<file path="config.mk">
export PLATFORM = sky130hd
export DESIGN_NAME = bitstream_packet_parser_flat
export DESIGN_NICKNAME = d
export VERILOG_FILES = /design/src/hdl/bpp_pkg.sv /design/src/hdl/bpp_if.sv /design/src/hdl/bpp_decode.sv /design/src/hdl/bitstream_packet_parser.sv /design/src/flat_wrapper.sv
export SDC_FILE = /design/constraint.sdc
export NUM_CORES = 1
export LEC_CHECK = 0
export ABC_CLOCK_PERIOD_IN_PS = 5300
export BUFFER_PORTS_ARGS = -buffer_cell sky130_fd_sc_hd__clkbuf_2
export CAP_MARGIN = 20
export CORE_MARGIN = 2
export CORE_UTILIZATION = 50
export CTS_BUF_LIST = sky130_fd_sc_hd__clkbuf_16
export CTS_CLUSTER_SIZE = 30
export DETAILED_ROUTE_END_ITERATION = 7
export PLACE_DENSITY_LB_ADDON = 0.1
export REMOVE_ABC_BUFFERS = 1
export SLEW_MARGIN = 20
export SYNTH_ARGS = -nofsm -noshare
export SYNTH_HDL_FRONTEND = slang
export SYNTH_SLANG_ARGS = --single-unit
</file>
<file path="constraint.sdc">
create_clock -name clock -period 5.3 [get_ports clock]
set_input_delay 0.795 -clock clock [delete_from_list [all_inputs] [get_ports clock]]
set_output_delay 0.795 -clock clock [all_outputs]
set_load 0.01 [all_outputs]
</file>
<file path="src/hdl/bpp_pkg.sv">
package bpp_pkg;

   // stream markers
   localparam logic [31:0] SYNC_NATIVE  = 32'hAA995566;
   localparam logic [31:0] SYNC_SWAPPED = 32'h665599AA;
   localparam logic [31:0] NOOP_WORD    = 32'h20000000;
   localparam logic [31:0] TYPE_MASK    = 32'hF0000000;
   localparam logic [31:0] TYPE1_WRITE  = 32'h30000000;

   // header layout
   localparam int COUNT_W      = 11;
   localparam int ADDR_W       = 5;
   localparam int HDR_ADDR_LSB = 13;

   // registers with decoded payloads
   localparam logic [ADDR_W-1:0] REG_COMMAND = 5'b00100;
   localparam logic [ADDR_W-1:0] REG_CONTROL = 5'b01001;
   localparam logic [31:0]       CMD_MAX     = 32'd19;

   typedef enum logic [2:0] {
      KIND_HUNT    = 3'd0,
      KIND_SYNC    = 3'd1,
      KIND_NOOP    = 3'd2,
      KIND_HEADER  = 3'd3,
      KIND_PAYLOAD = 3'd4,
      KIND_UNKNOWN = 3'd5
   } word_kind_type;

   typedef struct packed {
      word_kind_type     word_kind;
      logic [ADDR_W-1:0] reg_addr;
      logic [31:0]       word_value;
      logic              payload_last;
      logic              byte_swapped;
      logic              command_valid;
      logic [2:0]        gwe_cycle;
      logic [2:0]        gts_cycle;
      logic [2:0]        lock_wait;
      logic [2:0]        match_wait;
      logic [2:0]        done_cycle;
   } result_type;

   // byte reversal for opposite-endian streams
   function automatic logic [31:0] reorder(input logic [31:0] v, input logic sw);
      logic [31:0] r;
      r = sw ? {v[7:0], v[15:8], v[23:16], v[31:24]} : v;
      return r;
   endfunction

endpackage

</file>
<file path="src/hdl/bpp_if.sv">
interface bpp_req_if;
   logic        valid;
   logic        ready;
   logic [31:0] raw_word;

   modport source (output valid, output raw_word, input ready);
   modport sink   (input valid, input raw_word, output ready);
endinterface

interface bpp_rsp_if;
   logic        valid;
   logic        ready;
   logic [2:0]  word_kind;
   logic [4:0]  reg_addr;
   logic [31:0] word_value;
   logic        payload_last;
   logic        byte_swapped;
   logic        command_valid;
   logic [2:0]  gwe_cycle;
   logic [2:0]  gts_cycle;
   logic [2:0]  lock_wait;
   logic [2:0]  match_wait;
   logic [2:0]  done_cycle;

   modport source (output valid, output word_kind, output reg_addr, output word_value,
                   output payload_last, output byte_swapped, output command_valid,
                   output gwe_cycle, output gts_cycle, output lock_wait,
                   output match_wait, output done_cycle, input ready);
   modport sink   (input valid, input word_kind, input reg_addr, input word_value,
                   input payload_last, input byte_swapped, input command_valid,
                   input gwe_cycle, input gts_cycle, input lock_wait,
                   input match_wait, input done_cycle, output ready);
endinterface

</file>
<file path="src/hdl/bpp_decode.sv">
module bpp_decode (
   input  logic                 clock,
   input  logic                 reset,
   input  logic                 step,
   input  logic [31:0]          raw_word,
   output bpp_pkg::result_type  result
);
   import bpp_pkg::*;

   logic                synced_ff, synced_in;
   logic                swap_ff, swap_in;
   logic [COUNT_W-1:0]  left_ff, left_in;
   logic [ADDR_W-1:0]   reg_ff, reg_in;
   logic [31:0]         value;

   // sync hunt, then packet decode
   always_comb begin
      result    = '0;
      result.word_kind = KIND_HUNT;
      synced_in = synced_ff;
      swap_in   = swap_ff;
      left_in   = left_ff;
      reg_in    = reg_ff;
      value     = reorder(raw_word, swap_ff);
      if (!synced_ff) begin
         if (raw_word == SYNC_NATIVE) begin
            synced_in = 1'b1;
            swap_in   = 1'b0;
            result.word_kind = KIND_SYNC;
         end else if (raw_word == SYNC_SWAPPED) begin
            synced_in = 1'b1;
            swap_in   = 1'b1;
            result.word_kind = KIND_SYNC;
         end
         value = reorder(raw_word, swap_in);
      end else if (left_ff != '0) begin
         // payload of the pending header, whatever it looks like
         result.word_kind    = KIND_PAYLOAD;
         result.reg_addr     = reg_ff;
         result.payload_last = (left_ff == COUNT_W'(1));
         left_in             = left_ff - COUNT_W'(1);
         result.command_valid = (reg_ff == REG_COMMAND) && (value <= CMD_MAX);
         if (reg_ff == REG_CONTROL) begin
            result.gwe_cycle  = value[2:0];
            result.gts_cycle  = value[5:3];
            result.lock_wait  = value[8:6];
            result.match_wait = value[11:9];
            result.done_cycle = value[14:12];
         end
      end else if (value == NOOP_WORD) begin
         result.word_kind = KIND_NOOP;
      end else if ((value & TYPE_MASK) == TYPE1_WRITE) begin
         result.word_kind = KIND_HEADER;
         left_in          = value[COUNT_W-1:0];
         reg_in           = value[HDR_ADDR_LSB +: ADDR_W];
         result.reg_addr  = reg_in;
      end else begin
         result.word_kind = KIND_UNKNOWN;
      end
      result.word_value   = value;
      result.byte_swapped = swap_in;
   end

   // parser state, advanced once per transaction
   always_ff @(posedge clock) begin
      if (reset) begin
         synced_ff <= 1'b0;
         swap_ff   <= 1'b0;
         left_ff   <= '0;
         reg_ff    <= '0;
      end else if (step) begin
         synced_ff <= synced_in;
         swap_ff   <= swap_in;
         left_ff   <= left_in;
         reg_ff    <= reg_in;
      end
   end

endmodule

</file>
<file path="src/hdl/bitstream_packet_parser.sv">
// A request word is held in the input register while it is decoded, and its result is
// registered in the output register, from which it is presented on rsp.
// Throughput: one word per cycle while rsp does not stall; there is a single input and a single output register.
// Backpressure on rsp stalls the output register, then the input register, then req_ready.
// Reset (synchronous, active high) clears sync, byte order, payload count, register
// address and both valid flags.
module bitstream_packet_parser (
   input logic        clock,
   input logic        reset,
   bpp_req_if.sink    req_port,
   bpp_rsp_if.source  rsp_port
);
   import bpp_pkg::*;

   logic        in_valid_ff, in_valid_in;
   logic [31:0] in_word_ff;
   logic        out_valid_ff, out_valid_in;
   result_type  out_ff;
   result_type  dec_result;
   logic        advance;
   logic        step;
   logic        req_take;

   // pipeline moves when the output register is free or being drained
   assign advance  = !out_valid_ff || rsp_port.ready;
   assign step     = in_valid_ff && advance;
   assign req_port.ready = !in_valid_ff || advance;
   assign req_take = req_port.valid && req_port.ready;

   assign in_valid_in  = req_take ? 1'b1 : (step ? 1'b0 : in_valid_ff);
   assign out_valid_in = step ? 1'b1 : (rsp_port.ready ? 1'b0 : out_valid_ff);

   // input register
   always_ff @(posedge clock) begin
      if (reset) begin
         in_valid_ff <= 1'b0;
      end else begin
         in_valid_ff <= in_valid_in;
      end
      if (req_take) begin
         in_word_ff <= req_port.raw_word;
      end
   end

   bpp_decode u_decode (
      .clock    (clock),
      .reset    (reset),
      .step     (step),
      .raw_word (in_word_ff),
      .result   (dec_result)
   );

   // result register
   always_ff @(posedge clock) begin
      if (reset) begin
         out_valid_ff <= 1'b0;
      end else begin
         out_valid_ff <= out_valid_in;
      end
      if (step) begin
         out_ff <= dec_result;
      end
   end

   assign rsp_port.valid         = out_valid_ff;
   assign rsp_port.word_kind     = out_ff.word_kind;
   assign rsp_port.reg_addr      = out_ff.reg_addr;
   assign rsp_port.word_value    = out_ff.word_value;
   assign rsp_port.payload_last  = out_ff.payload_last;
   assign rsp_port.byte_swapped  = out_ff.byte_swapped;
   assign rsp_port.command_valid = out_ff.command_valid;
   assign rsp_port.gwe_cycle     = out_ff.gwe_cycle;
   assign rsp_port.gts_cycle     = out_ff.gts_cycle;
   assign rsp_port.lock_wait     = out_ff.lock_wait;
   assign rsp_port.match_wait    = out_ff.match_wait;
   assign rsp_port.done_cycle    = out_ff.done_cycle;

`ifndef NO_ASSERTIONS
   // a held input word is not overwritten while the decoder is stalled
   a_in_hold: assert property (@(posedge clock) disable iff (reset)
      in_valid_ff && !advance |=> in_valid_ff && $stable(in_word_ff))
      else $error("input register changed while stalled");

   // payload_last, command_valid and done_cycle stay clear on every other kind of result
   a_payload_fields: assert property (@(posedge clock) disable iff (reset)
      out_valid_ff && (out_ff.word_kind != KIND_PAYLOAD) |->
      !out_ff.payload_last && !out_ff.command_valid && (out_ff.done_cycle == 3'd0))
      else $error("payload fields set on a non-payload result");

   // a decoded word always lands in the result register
   a_step_out: assert property (@(posedge clock) disable iff (reset)
      step |=> out_valid_ff)
      else $error("decoded transaction lost");
`endif

endmodule

</file>
<file path="src/flat_wrapper.sv">
// flat-port wrapper written by rule: the top's interface ports become plain ports
module bitstream_packet_parser_flat import bpp_pkg::*;
  (clock, reset, req_port_valid, req_port_raw_word, req_port_ready, rsp_port_valid, rsp_port_word_kind, rsp_port_reg_addr, rsp_port_word_value, rsp_port_payload_last, rsp_port_byte_swapped, rsp_port_command_valid, rsp_port_gwe_cycle, rsp_port_gts_cycle, rsp_port_lock_wait, rsp_port_match_wait, rsp_port_done_cycle, rsp_port_ready);
  bpp_req_if req_port_i ();
  bpp_rsp_if rsp_port_i ();
  input logic clock;
  input logic reset;
  input wire logic [$bits(req_port_i.valid)-1:0] req_port_valid;
  input wire logic [$bits(req_port_i.raw_word)-1:0] req_port_raw_word;
  output wire logic [$bits(req_port_i.ready)-1:0] req_port_ready;
  output wire logic [$bits(rsp_port_i.valid)-1:0] rsp_port_valid;
  output wire logic [$bits(rsp_port_i.word_kind)-1:0] rsp_port_word_kind;
  output wire logic [$bits(rsp_port_i.reg_addr)-1:0] rsp_port_reg_addr;
  output wire logic [$bits(rsp_port_i.word_value)-1:0] rsp_port_word_value;
  output wire logic [$bits(rsp_port_i.payload_last)-1:0] rsp_port_payload_last;
  output wire logic [$bits(rsp_port_i.byte_swapped)-1:0] rsp_port_byte_swapped;
  output wire logic [$bits(rsp_port_i.command_valid)-1:0] rsp_port_command_valid;
  output wire logic [$bits(rsp_port_i.gwe_cycle)-1:0] rsp_port_gwe_cycle;
  output wire logic [$bits(rsp_port_i.gts_cycle)-1:0] rsp_port_gts_cycle;
  output wire logic [$bits(rsp_port_i.lock_wait)-1:0] rsp_port_lock_wait;
  output wire logic [$bits(rsp_port_i.match_wait)-1:0] rsp_port_match_wait;
  output wire logic [$bits(rsp_port_i.done_cycle)-1:0] rsp_port_done_cycle;
  input wire logic [$bits(rsp_port_i.ready)-1:0] rsp_port_ready;
  assign req_port_i.valid = req_port_valid;
  assign req_port_i.raw_word = req_port_raw_word;
  assign req_port_ready = req_port_i.ready;
  assign rsp_port_valid = rsp_port_i.valid;
  assign rsp_port_word_kind = rsp_port_i.word_kind;
  assign rsp_port_reg_addr = rsp_port_i.reg_addr;
  assign rsp_port_word_value = rsp_port_i.word_value;
  assign rsp_port_payload_last = rsp_port_i.payload_last;
  assign rsp_port_byte_swapped = rsp_port_i.byte_swapped;
  assign rsp_port_command_valid = rsp_port_i.command_valid;
  assign rsp_port_gwe_cycle = rsp_port_i.gwe_cycle;
  assign rsp_port_gts_cycle = rsp_port_i.gts_cycle;
  assign rsp_port_lock_wait = rsp_port_i.lock_wait;
  assign rsp_port_match_wait = rsp_port_i.match_wait;
  assign rsp_port_done_cycle = rsp_port_i.done_cycle;
  assign rsp_port_i.ready = rsp_port_ready;
  bitstream_packet_parser u_core (.clock(clock), .reset(reset), .req_port(req_port_i), .rsp_port(rsp_port_i));
endmodule
</file>
==> metrics.md, run 1 <==
| Metric | Value |
|---|---|
| Via count of the first global-routing pass | 3123 |
| Iteration-0 DRC Markers | 158 |
| Total power draw | 0.00178 W |
| Antenna cell count | 0 |
| Worst Path Max Fanout | 23 |
| Slew @ Worst Pin | 0.918 ns |
| # port buffers | 95 |
| CTS max path bufs | 2 |
| Layout cell share with drive strength beyond 1 | 0.311 |
| Global-route usage over all layers | 0.213 |
| Cells after Synth | 358 |
| I/O pin count | 96 |
| Clock slew seen by the registers of the worst setup and hold paths | 0.08 ns |
| Largest net degree at the start of global routing | 49 |
| Number of max-cap violations | 0 |
| Unrepaired setup endpoints after global routing | no |
| Max_slew headroom | 0.387 |
| Die Height | 101 um |
| Yosys reg bits | 110 |
| Asr flop ratio synth | 0 |
| HPWL Detailed | 7.15 mm |
| Status | complete, no violations |
| Synth top area cells | edfxtp_1 (57%), dfxtp_1 (8.5%), mux2_2 (4.8%) |
| Chip Width | 101 um |
| Avg WL per Cell | 18.2 um |
| Number of CTS-inserted buffers | 9 |
| Setup Buffers After CTS | 0 |
| Initial antenna violation count | 0 |
| Cts hold-fix bufs | 0 |
| Main synth FF type | edfxtp_1 |
| Placer Congestion | 0.820 |
| Multi-input gate area | 1500 um^2 |
| Final Hold Vio Count | 0 |
| Total clock sinks | 110 |
| Netlist cell types | 54 |
| CTS tree | built |
| First-pass GRT wire length | 16.4 mm |
| Hold Path Class | flop to flop |
| Register area | 3100 um^2 |
| Worst-Skew Late Latency | 0.36 ns |
| DRC viols | 0 |
| Skew final | 0.00992 ns |
| Placed cell count | 551 |
| Max Freq | 313 MHz |
| Fin nets | 489 |
| P_leak | 2.10 nW |
| CTS H-tree depth | 3 |
| Crit Path Class | flop to flop |
| Startpoint types | flop |
| Vias per inst | 5.67 |
| Area leader, netlist | edfxtp_1 |
| Most frequent cell after synthesis | edfxtp_1 |
| Finish-stage setup viols | 0 |
| Core Rows | 35 |
| Yosys top cell area share | 0.574 |
| Area Overhead vs Synth | 18.7% |
| Post-synth EDFFs | 90 |
| Fin crit share | 0.604 |
| Resize count post-CTS | 0 |
| Post-synthesis sequential area ratio | 0.659 |
| DR vias | 3216 |
| DRT Pass-1 Iters | 5 |
| Critical Path AT | 3.48 ns |
| Root buffer cell | clkbuf_16 |
| Die area | 10200 um^2 |
| Yosys warns | 0 |
| Max Slew Vio Count | 0 |
| Filler cells | 718 |
| Peak supply drop | 185 uV |
| Gr ovfl total | 0 |
| Core region area | 9200 um^2 |
| Cell Area, Synth | 4710 um^2 |
| Data required time of the worst path | 5.58 ns |
| Final antenna-violating net count | 0 |
| Synth top cells by count | edfxtp_1 (90), nor2_1 (32), dfxtp_1 (20), mux2_2 (20), nand2_1 (20) |
| Crit end category | flop |
| Period minus WS final | 3.20 ns |
| Final wirelength | 10.3 mm |
| Initial Util | 0.512 |
| Syn avg cell area | 13.2 um^2 |
| Final std cells w/o fill | 567 |
| Pwr per Cell Area | 318 nW/um^2 |
cell type report:
type,count,share of cell area
inverter,12,0.00806
timing repair buffer,98,0.0891
clock inverter,7,0.0150
multi-input combinational,220,0.268
tap,111,0.0248
sequential,110,0.555
clock buffer,9,0.0403
state kept, by name, summed over array words and instances (netlist names):
signal                         cells
u_core.rsp_port.lock_wait          3
u_core.rsp_port.command_valid      1
u_core.rsp_port.word_value        32
u_core.rsp_port.gwe_cycle          3
u_core.u_decode.left_ff           11
u_core.rsp_port.done_cycle         3
u_core.rsp_port.valid              1
u_core.rsp_port.gts_cycle          3
u_core.in_valid_ff                 1
u_core.rsp_port.reg_addr           5
u_core.rsp_port.match_wait         3
u_core.rsp_port.word_kind          3
u_core.in_word_ff                 32
u_core.u_decode.synced_ff          1
u_core.rsp_port.payload_last       1
u_core.u_decode.swap_ff            1
u_core.u_decode.reg_ff             5
u_core.rsp_port.byte_swapped       1
where the power goes:
| group | switching [W] | internal (W) |
|---|---|---|
| clock network | 0.000344 | 0.000340 |
| registers | 0.0000244 | 0.000974 |
| logic | 0.0000589 | 0.0000390 |
| total | 0.000427 | 0.00135 |
final timing paths:
check	start	end	slack, ns	depth (start not counted)
worst max register to register	u_core.u_decode.swap_ff	u_core.u_decode.left_ff[10]	2.10	6
worst max-delay path	u_core.u_decode.swap_ff	u_core.u_decode.left_ff[10]	2.10	6
worst min-delay path	u_core.u_decode.reg_ff[2]	u_core.u_decode.reg_ff[2]	0.50	2
worst min register to register	u_core.u_decode.reg_ff[2]	u_core.u_decode.reg_ff[2]	0.50	2
logic make-up after synthesis:
| family | synth area share |
|---|---|
| simple gates | 0.147 |
| mux | 0.0887 |
| fa+ha+maj | 0.00531 |
| compound gates | 0.0752 |
| flops | 0.659 |
| buf+inv | 0.0247 |
cell usage in the layout (no fill, tap or decap), types with 5 or more instances in the layout:
| cell type | count |
|---|---|
| edfxtp_1 | 90 |
| or4_1 | 5 |
| o21ai_0 | 15 |
| dfxtp_1 | 20 |
| clkbuf_16 | 9 |
| nand2_1 | 20 |
| mux2i_1 | 17 |
| nand3_1 | 10 |
| nor3_1 | 9 |
| nand4_1 | 5 |
| a21oi_1 | 17 |
| inv_1 | 12 |
| clkbuf_2 | 95 |
| mux2_2 | 20 |
| nor4_1 | 10 |
| nor2_1 | 32 |
| or3_1 | 6 |
critical path, stage by stage (launching register included):
cell and delay (ns):
dfxtp_1 0.93, buf_4 0.36, nor3b_1 0.29, a2bb2oi_1 0.41
o211ai_1 0.40, or4_1 0.60, a21oi_1 0.14
through the flow:
step                      worst slack (ns)  TNS [ns]  area [um^2]  hold slack (ns)  utilization
after global routing                  1.82         0         5590            0.541        0.608
after floorplan                     -0.126    -0.126         4640            0.453            -
after global placement                2.27         0         5280            0.475        0.574
after CTS                             2.09         0         5590            0.490        0.608
after detailed placement              2.16         0         5280            0.478        0.574
final                                 2.10         0         5590            0.498        0.608
routing by layer:
| layer | GRT usage | vias up | share of wire |
|---|---|---|---|
| met3 | 0.0381 | 13 | 0.047 |
| met1 | 0.304 | 1553 | 0.46 |
| li1 | - | 1550 | - |
| met2 | 0.331 | 100 | 0.48 |
| met4 | 0.0686 | 0 | 0.014 |
| met5 | 0 | - | 0 |
(Power assumes the default switching activity.)
==> inputs of run 2 (changes only) <==
--- a/config.mk
+++ b/config.mk
@@ -5,11 +5,11 @@
 export SDC_FILE = /design/constraint.sdc
 export NUM_CORES = 1
 export LEC_CHECK = 0
-export ABC_CLOCK_PERIOD_IN_PS = 5300
+export ABC_CLOCK_PERIOD_IN_PS = 2700
 export BUFFER_PORTS_ARGS = -buffer_cell sky130_fd_sc_hd__clkbuf_2
 export CAP_MARGIN = 20
 export CORE_MARGIN = 2
-export CORE_UTILIZATION = 50
+export CORE_UTILIZATION = 49
 export CTS_BUF_LIST = sky130_fd_sc_hd__clkbuf_16
 export CTS_CLUSTER_SIZE = 30
 export DETAILED_ROUTE_END_ITERATION = 7
==> constraint.sdc (replaced) <==
create_clock -name clock -period 2.7 [get_ports clock]
set_input_delay 0.405 -clock clock [delete_from_list [all_inputs] [get_ports clock]]
set_output_delay 0.405 -clock clock [all_outputs]
set_load 0.01 [all_outputs]
==> run 2 against run 1 <==
Effect of this change:
- worst hold slack worse by 0.28 ns
- maximum frequency grew 25%
- critical path depth shrank 1
- worst setup slack worse by 2.0 ns
- clock skew decreased by 0.0025 ns
- non-clock buffer count grew 17
- sequential power grew 96%
- register-to-register slack worse by 2.0 ns
- via count is 2.8% higher
- critical path type unchanged
==> metrics.md, run 2 (synthesis gave the netlist of run 1 again) <==
| Metric | Value |
|---|---|
| Critical Path AT | 2.67 ns |
| Data required time of the worst path | 2.81 ns |
| Layout cell share with drive strength beyond 1 | 0.338 |
| Startpoint types | flop |
| DR vias | 3306 |
| Peak supply drop | 408 uV |
| Max Slew Vio Count | 0 |
| Fin nets | 506 |
| CTS tree | built |
| Initial Util | 0.507 |
| Unrepaired setup endpoints after global routing | no |
| Period minus WS final | 2.56 ns |
| CTS max path bufs | 2 |
| Core Rows | 35 |
| Antenna cell count | 0 |
| Filler cells | 756 |
| Fin crit share | 0.949 |
| Vias per inst | 5.49 |
| Slew @ Worst Pin | 0.571 ns |
| Pwr per Cell Area | 599 nW/um^2 |
| Root buffer cell | clkbuf_16 |
| First-pass GRT wire length | 16.8 mm |
| Gr ovfl total | 0 |
| Hold Path Class | input port to flop |
| Die area | 10400 um^2 |
| Via count of the first global-routing pass | 3313 |
| # port buffers | 95 |
| Crit end category | flop |
| Final Hold Vio Count | 0 |
| Core region area | 9280 um^2 |
| Most frequent cells in the layout | clkbuf_2 (95), edfxtp_1 (90), nor2_1 (32) |
| Status | complete, no violations |
| DRC viols | 0 |
| Finish-stage setup viols | 0 |
| CTS H-tree depth | 3 |
| Number of CTS-inserted buffers | 9 |
| Crit Path Class | flop to flop |
| Total clock sinks | 110 |
| Placer Congestion | 0.906 |
| Die Height | 102 um |
| Area Overhead vs Synth | 21.7% |
| Final wirelength | 10.5 mm |
| Global-route usage over all layers | 0.217 |
| Max Freq | 390 MHz |
| Fin util | 0.618 |
| Final setup TNS | 0 ns |
| Worst Path Max Fanout | 13 |
| Iteration-0 DRC Markers | 150 |
| Commonest non-fill, non-tap cell in the layout | clkbuf_2 |
| Largest net degree at the start of global routing | 33 |
| Chip Width | 102 um |
| Avg WL per Cell | 17.5 um |
| Worst-Skew Late Latency | 0.36 ns |
| DRT Pass-1 Iters | 5 |
| Setup Buffers After CTS | 0 |
| Skew final | 0.00746 ns |
| Initial antenna violation count | 0 |
| Max_slew headroom | 0.609 |
| HPWL Detailed | 7.47 mm |
| I/O pin count | 96 |
| Clock slew seen by the registers of the worst setup and hold paths | 0.07 ns |
| P_leak | 2.16 nW |
| Number of max-cap violations | 0 |
| Final antenna-violating net count | 0 |
run 2: what timing repair did:
action	4_1_cts	5_1_grt
hold buffers	0	0
setup endpoints to repair	0	6
gates resized for setup	0	2
run 2: layer usage:
layer  wire, um  share of wire  track usage
met5          0              0            0
met4        142          0.013       0.0687
met3        632          0.060       0.0684
met2       4990           0.47        0.337
met1       4760           0.45        0.295
run 2: path summary, 6_finish.rpt:
path	depth (start not counted)	slack, ns	end	startpoint
setup / recovery	5	0.14	u_core.rsp_port.word_value[26]	u_core.in_word_ff[6]
hold / removal	1	0.22	u_core.in_word_ff[17]	req_port_raw_word[17]
setup reg to reg	5	0.14	u_core.rsp_port.word_value[26]	u_core.in_word_ff[6]
hold reg to reg	2	0.50	u_core.u_decode.reg_ff[2]	u_core.u_decode.reg_ff[2]
run 2: power by group:
| part | leakage, nW | internal (W) | switching (W) |
|---|---|---|---|
| Sequential | 1.00 | 0.00191 | 0.0000450 |
| Combinational | 1.03 | 0.0000846 | 0.000122 |
| Clock | 0.131 | 0.000637 | 0.000635 |
run 2: worst max-delay path, stage by stage (launching register included):
cell,delay [ns]
edfxtp_1,0.39
or3_1,0.41
or3_1,0.37
nor4_1,0.35
o21ba_2,0.40
mux2_2,0.39
run 2: through the flow:
stage | area, um^2 | instances | total power (W) | setup WS, ns | hold slack (ns)
global placement | 5430 | 586 | 0.00220 | 0.194 | 0.479
global route | 5730 | 602 | 0.00355 | 0.0399 | 0.196
CTS | 5720 | 602 | 0.00346 | 0.101 | 0.208
finish | 5730 | 602 | 0.00343 | 0.138 | 0.217
detailed placement | 5430 | 586 | 0.00220 | 0.137 | 0.481
floorplan | 4640 | 342 | 0.00208 | -2.36 | 0.453
run 2: final cells by class:
| cell class | count | area (um^2) | area share |
|---|---|---|---|
| clock inverters | 7 | 61.3 | 0.0107 |
| multi-input cells | 220 | 1510 | 0.263 |
| well taps | 129 | 161 | 0.0282 |
| repair buffers | 115 | 626 | 0.109 |
| flip-flops and latches | 110 | 3100 | 0.541 |
| clock buffers | 9 | 225 | 0.0393 |
| inverters | 12 | 45.0 | 0.00786 |
==> inputs of run 3 (changes only) <==
--- a/config.mk
+++ b/config.mk
@@ -5,11 +5,13 @@
 export SDC_FILE = /design/constraint.sdc
 export NUM_CORES = 1
 export LEC_CHECK = 0
-export ABC_CLOCK_PERIOD_IN_PS = 2700
+export ABC_CLOCK_PERIOD_IN_PS = 2500
 export BUFFER_PORTS_ARGS = -buffer_cell sky130_fd_sc_hd__clkbuf_2
 export CAP_MARGIN = 20
+export CELL_PAD_IN_SITES_DETAIL_PLACEMENT = 1
+export CELL_PAD_IN_SITES_GLOBAL_PLACEMENT = 1
 export CORE_MARGIN = 2
-export CORE_UTILIZATION = 49
+export CORE_UTILIZATION = 44
 export CTS_BUF_LIST = sky130_fd_sc_hd__clkbuf_16
 export CTS_CLUSTER_SIZE = 30
 export DETAILED_ROUTE_END_ITERATION = 7
==> constraint.sdc (replaced) <==
create_clock -name clock -period 2.5 [get_ports clock]
set_input_delay 0.375 -clock clock [delete_from_list [all_inputs] [get_ports clock]]
set_output_delay 0.375 -clock clock [all_outputs]
set_load 0.01 [all_outputs]
==> run 3 against run 2 <==
Effect of this change:
- the flow now finishes with violations (negative setup slack)
- critical endpoint is now u_core.rsp_port.word_kind[0]
- non-clock buffer count grew 27
- sequential power grew 8%
- sequential cell count is the same
- power grew 10%
- largest power group unchanged
- worst setup slack lost 0.17 ns
- utilization shrank 4.0 points
==> metrics.md, run 3 (synthesis gave the netlist of run 1 again) <==
| Metric | Value |
|---|---|
| Core region area | 10400 um^2 |
| I/O pin count | 96 |
| Max_slew headroom | 0.669 |
| DRC viols | 0 |
| Max Freq | 394 MHz |
| Die area | 11500 um^2 |
| Worst-Skew Late Latency | 0.35 ns |
| Chip Width | 107 um |
| Die Height | 107 um |
| Status | complete, but fails checks |
| Global-route usage over all layers | 0.227 |
| Max Slew Vio Count | 0 |
| Data required time of the worst path | 2.57 ns |
| CTS tree | built |
| Most frequent cells in the layout | clkbuf_2 (95), edfxtp_1 (90), buf_4 (47) |
| Crit Path Class | flop to flop |
| CTS H-tree depth | 3 |
| DRT Pass-1 Iters | 4 |
| Fin crit share | 1.01 |
| CTS max path bufs | 2 |
| Initial Util | 0.454 |
| Final std cells w/o fill | 636 |
| First-pass GRT wire length | 19.7 mm |
| Commonest non-fill, non-tap cell in the layout | clkbuf_2 |
| Cts hold-fix bufs | 0 |
| Number of max-cap violations | 0 |
| Total power draw | 0.00379 W |
| HPWL Detailed | 9.11 mm |
| Peak supply drop | 332 uV |
| Fin Hold WS | 0.199 ns |
| Layout cell share with drive strength beyond 1 | 0.378 |
| Core Rows | 37 |
| Violated checks | negative setup slack |
| Initial antenna violation count | 0 |
| Antenna cell count | 0 |
| Slew @ Worst Pin | 0.491 ns |
| Number of CTS-inserted buffers | 9 |
| Total clock sinks | 110 |
| Final Hold Vio Count | 0 |
| # port buffers | 95 |
| Root buffer cell | clkbuf_16 |
| Period minus WS final | 2.54 ns |
| Placed cell count | 616 |
| Crit end category | flop |
| Final antenna-violating net count | 0 |
| Via count of the first global-routing pass | 3643 |
| Gr ovfl total | 0 |
| DR vias | 3473 |
| P_leak | 2.32 nW |
| Startpoint types | flop |
| Fin nets | 533 |
| Pwr per Cell Area | 634 nW/um^2 |
| Area Overhead vs Synth | 27.2% |
| Largest net degree at the start of global routing | 33 |
| Worst Path Max Fanout | 3 |
| Filler cells | 1084 |
| Placer Congestion | 0.896 |
| Iteration-0 DRC Markers | 133 |
| Final wirelength | 12.7 mm |
| Hold Path Class | input port to flop |
| Vias per inst | 5.46 |
| Post-route setup slack | -0.0361 ns |
| Clock slew seen by the registers of the worst setup and hold paths | 0.07 ns |
| Avg WL per Cell | 19.9 um |
| Unrepaired setup endpoints after global routing | yes |
| Critical Path AT | 2.61 ns |
| Skew final | 0.00472 ns |
| Pre-CTS setup slack | -0.0658 ns |
| Finish-stage setup viols | 1 |
## run 3: cell types whose count changed in the layout (fill, tap and decap cells not counted), sizes merged
cell	previous run	this run
buf	20	47
clkinv	3	1
inv	13	15
clkinvlp	3	1
clkbuf	104	106
## run 3: final cells by class
type                            instances  area (um^2)  share of cell area
Sequential cell                       110         3100               0.518
Multi-Input combinational cell        220         1540               0.258
Timing Repair Buffer                  142          828               0.138
Clock buffer                           11          275              0.0460
Tap cell                              136          170              0.0284
Inverter                               12         45.0             0.00752
Clock inverter                          5         22.5             0.00376
## run 3: where the power goes
group          internal, W  leakage [nW]  total (W)  switching, W
logic             0.000114          1.17   0.000265      0.000152
clock network     0.000784         0.153    0.00142      0.000633
registers          0.00207          1.00    0.00211     0.0000464
total              0.00296          2.32    0.00379      0.000831
## run 3: per-layer routing
layer | up-vias | part of all wire | global-route usage
met5 | - | 0 | 0
met4 | 0 | 0.020 | 0.0916
met3 | 18 | 0.035 | 0.0309
met2 | 94 | 0.51 | 0.387
met1 | 1728 | 0.43 | 0.294
li1 | 1633 | - | -
## run 3: critical path: stages, from the launching register on
cell and delay [ns]:
edfxtp_1 0.39, or4_1 0.52, or4_4 0.44, a2111oi_4 0.44, nor4b_4 0.33, o22ai_1 0.13
## run 3: what timing repair did
action	4_1_cts	5_1_grt
pin swaps	1	1
gates cloned	0	0
buffers inserted	2	2
setup endpoints to repair	15	17
resized for setup	3	6
## run 3: path summary, 6_finish.rpt
kind	to	slack [ns]	startpoint	depth (start not counted)
max	u_core.rsp_port.word_kind[0]	-0.04	u_core.in_word_ff[25]	5
min	u_core.in_word_ff[9]	0.20	req_port_raw_word[9]	1
max reg2reg	u_core.rsp_port.word_kind[0]	-0.04	u_core.in_word_ff[25]	5
min reg2reg	u_core.u_decode.reg_ff[2]	0.51	u_core.u_decode.reg_ff[2]	2
## run 3: stage by stage
step	TNS [ns]	util	instance area [um^2]
2_1_floorplan	-111.80	-	4640
3_3_place_gp	0	0.541	5610
3_5_place_dp	-0.640	0.541	5610
4_1_cts	-0.277	0.574	5950
5_1_grt	-0.592	0.578	5990
6_report	-0.0361	0.578	5990
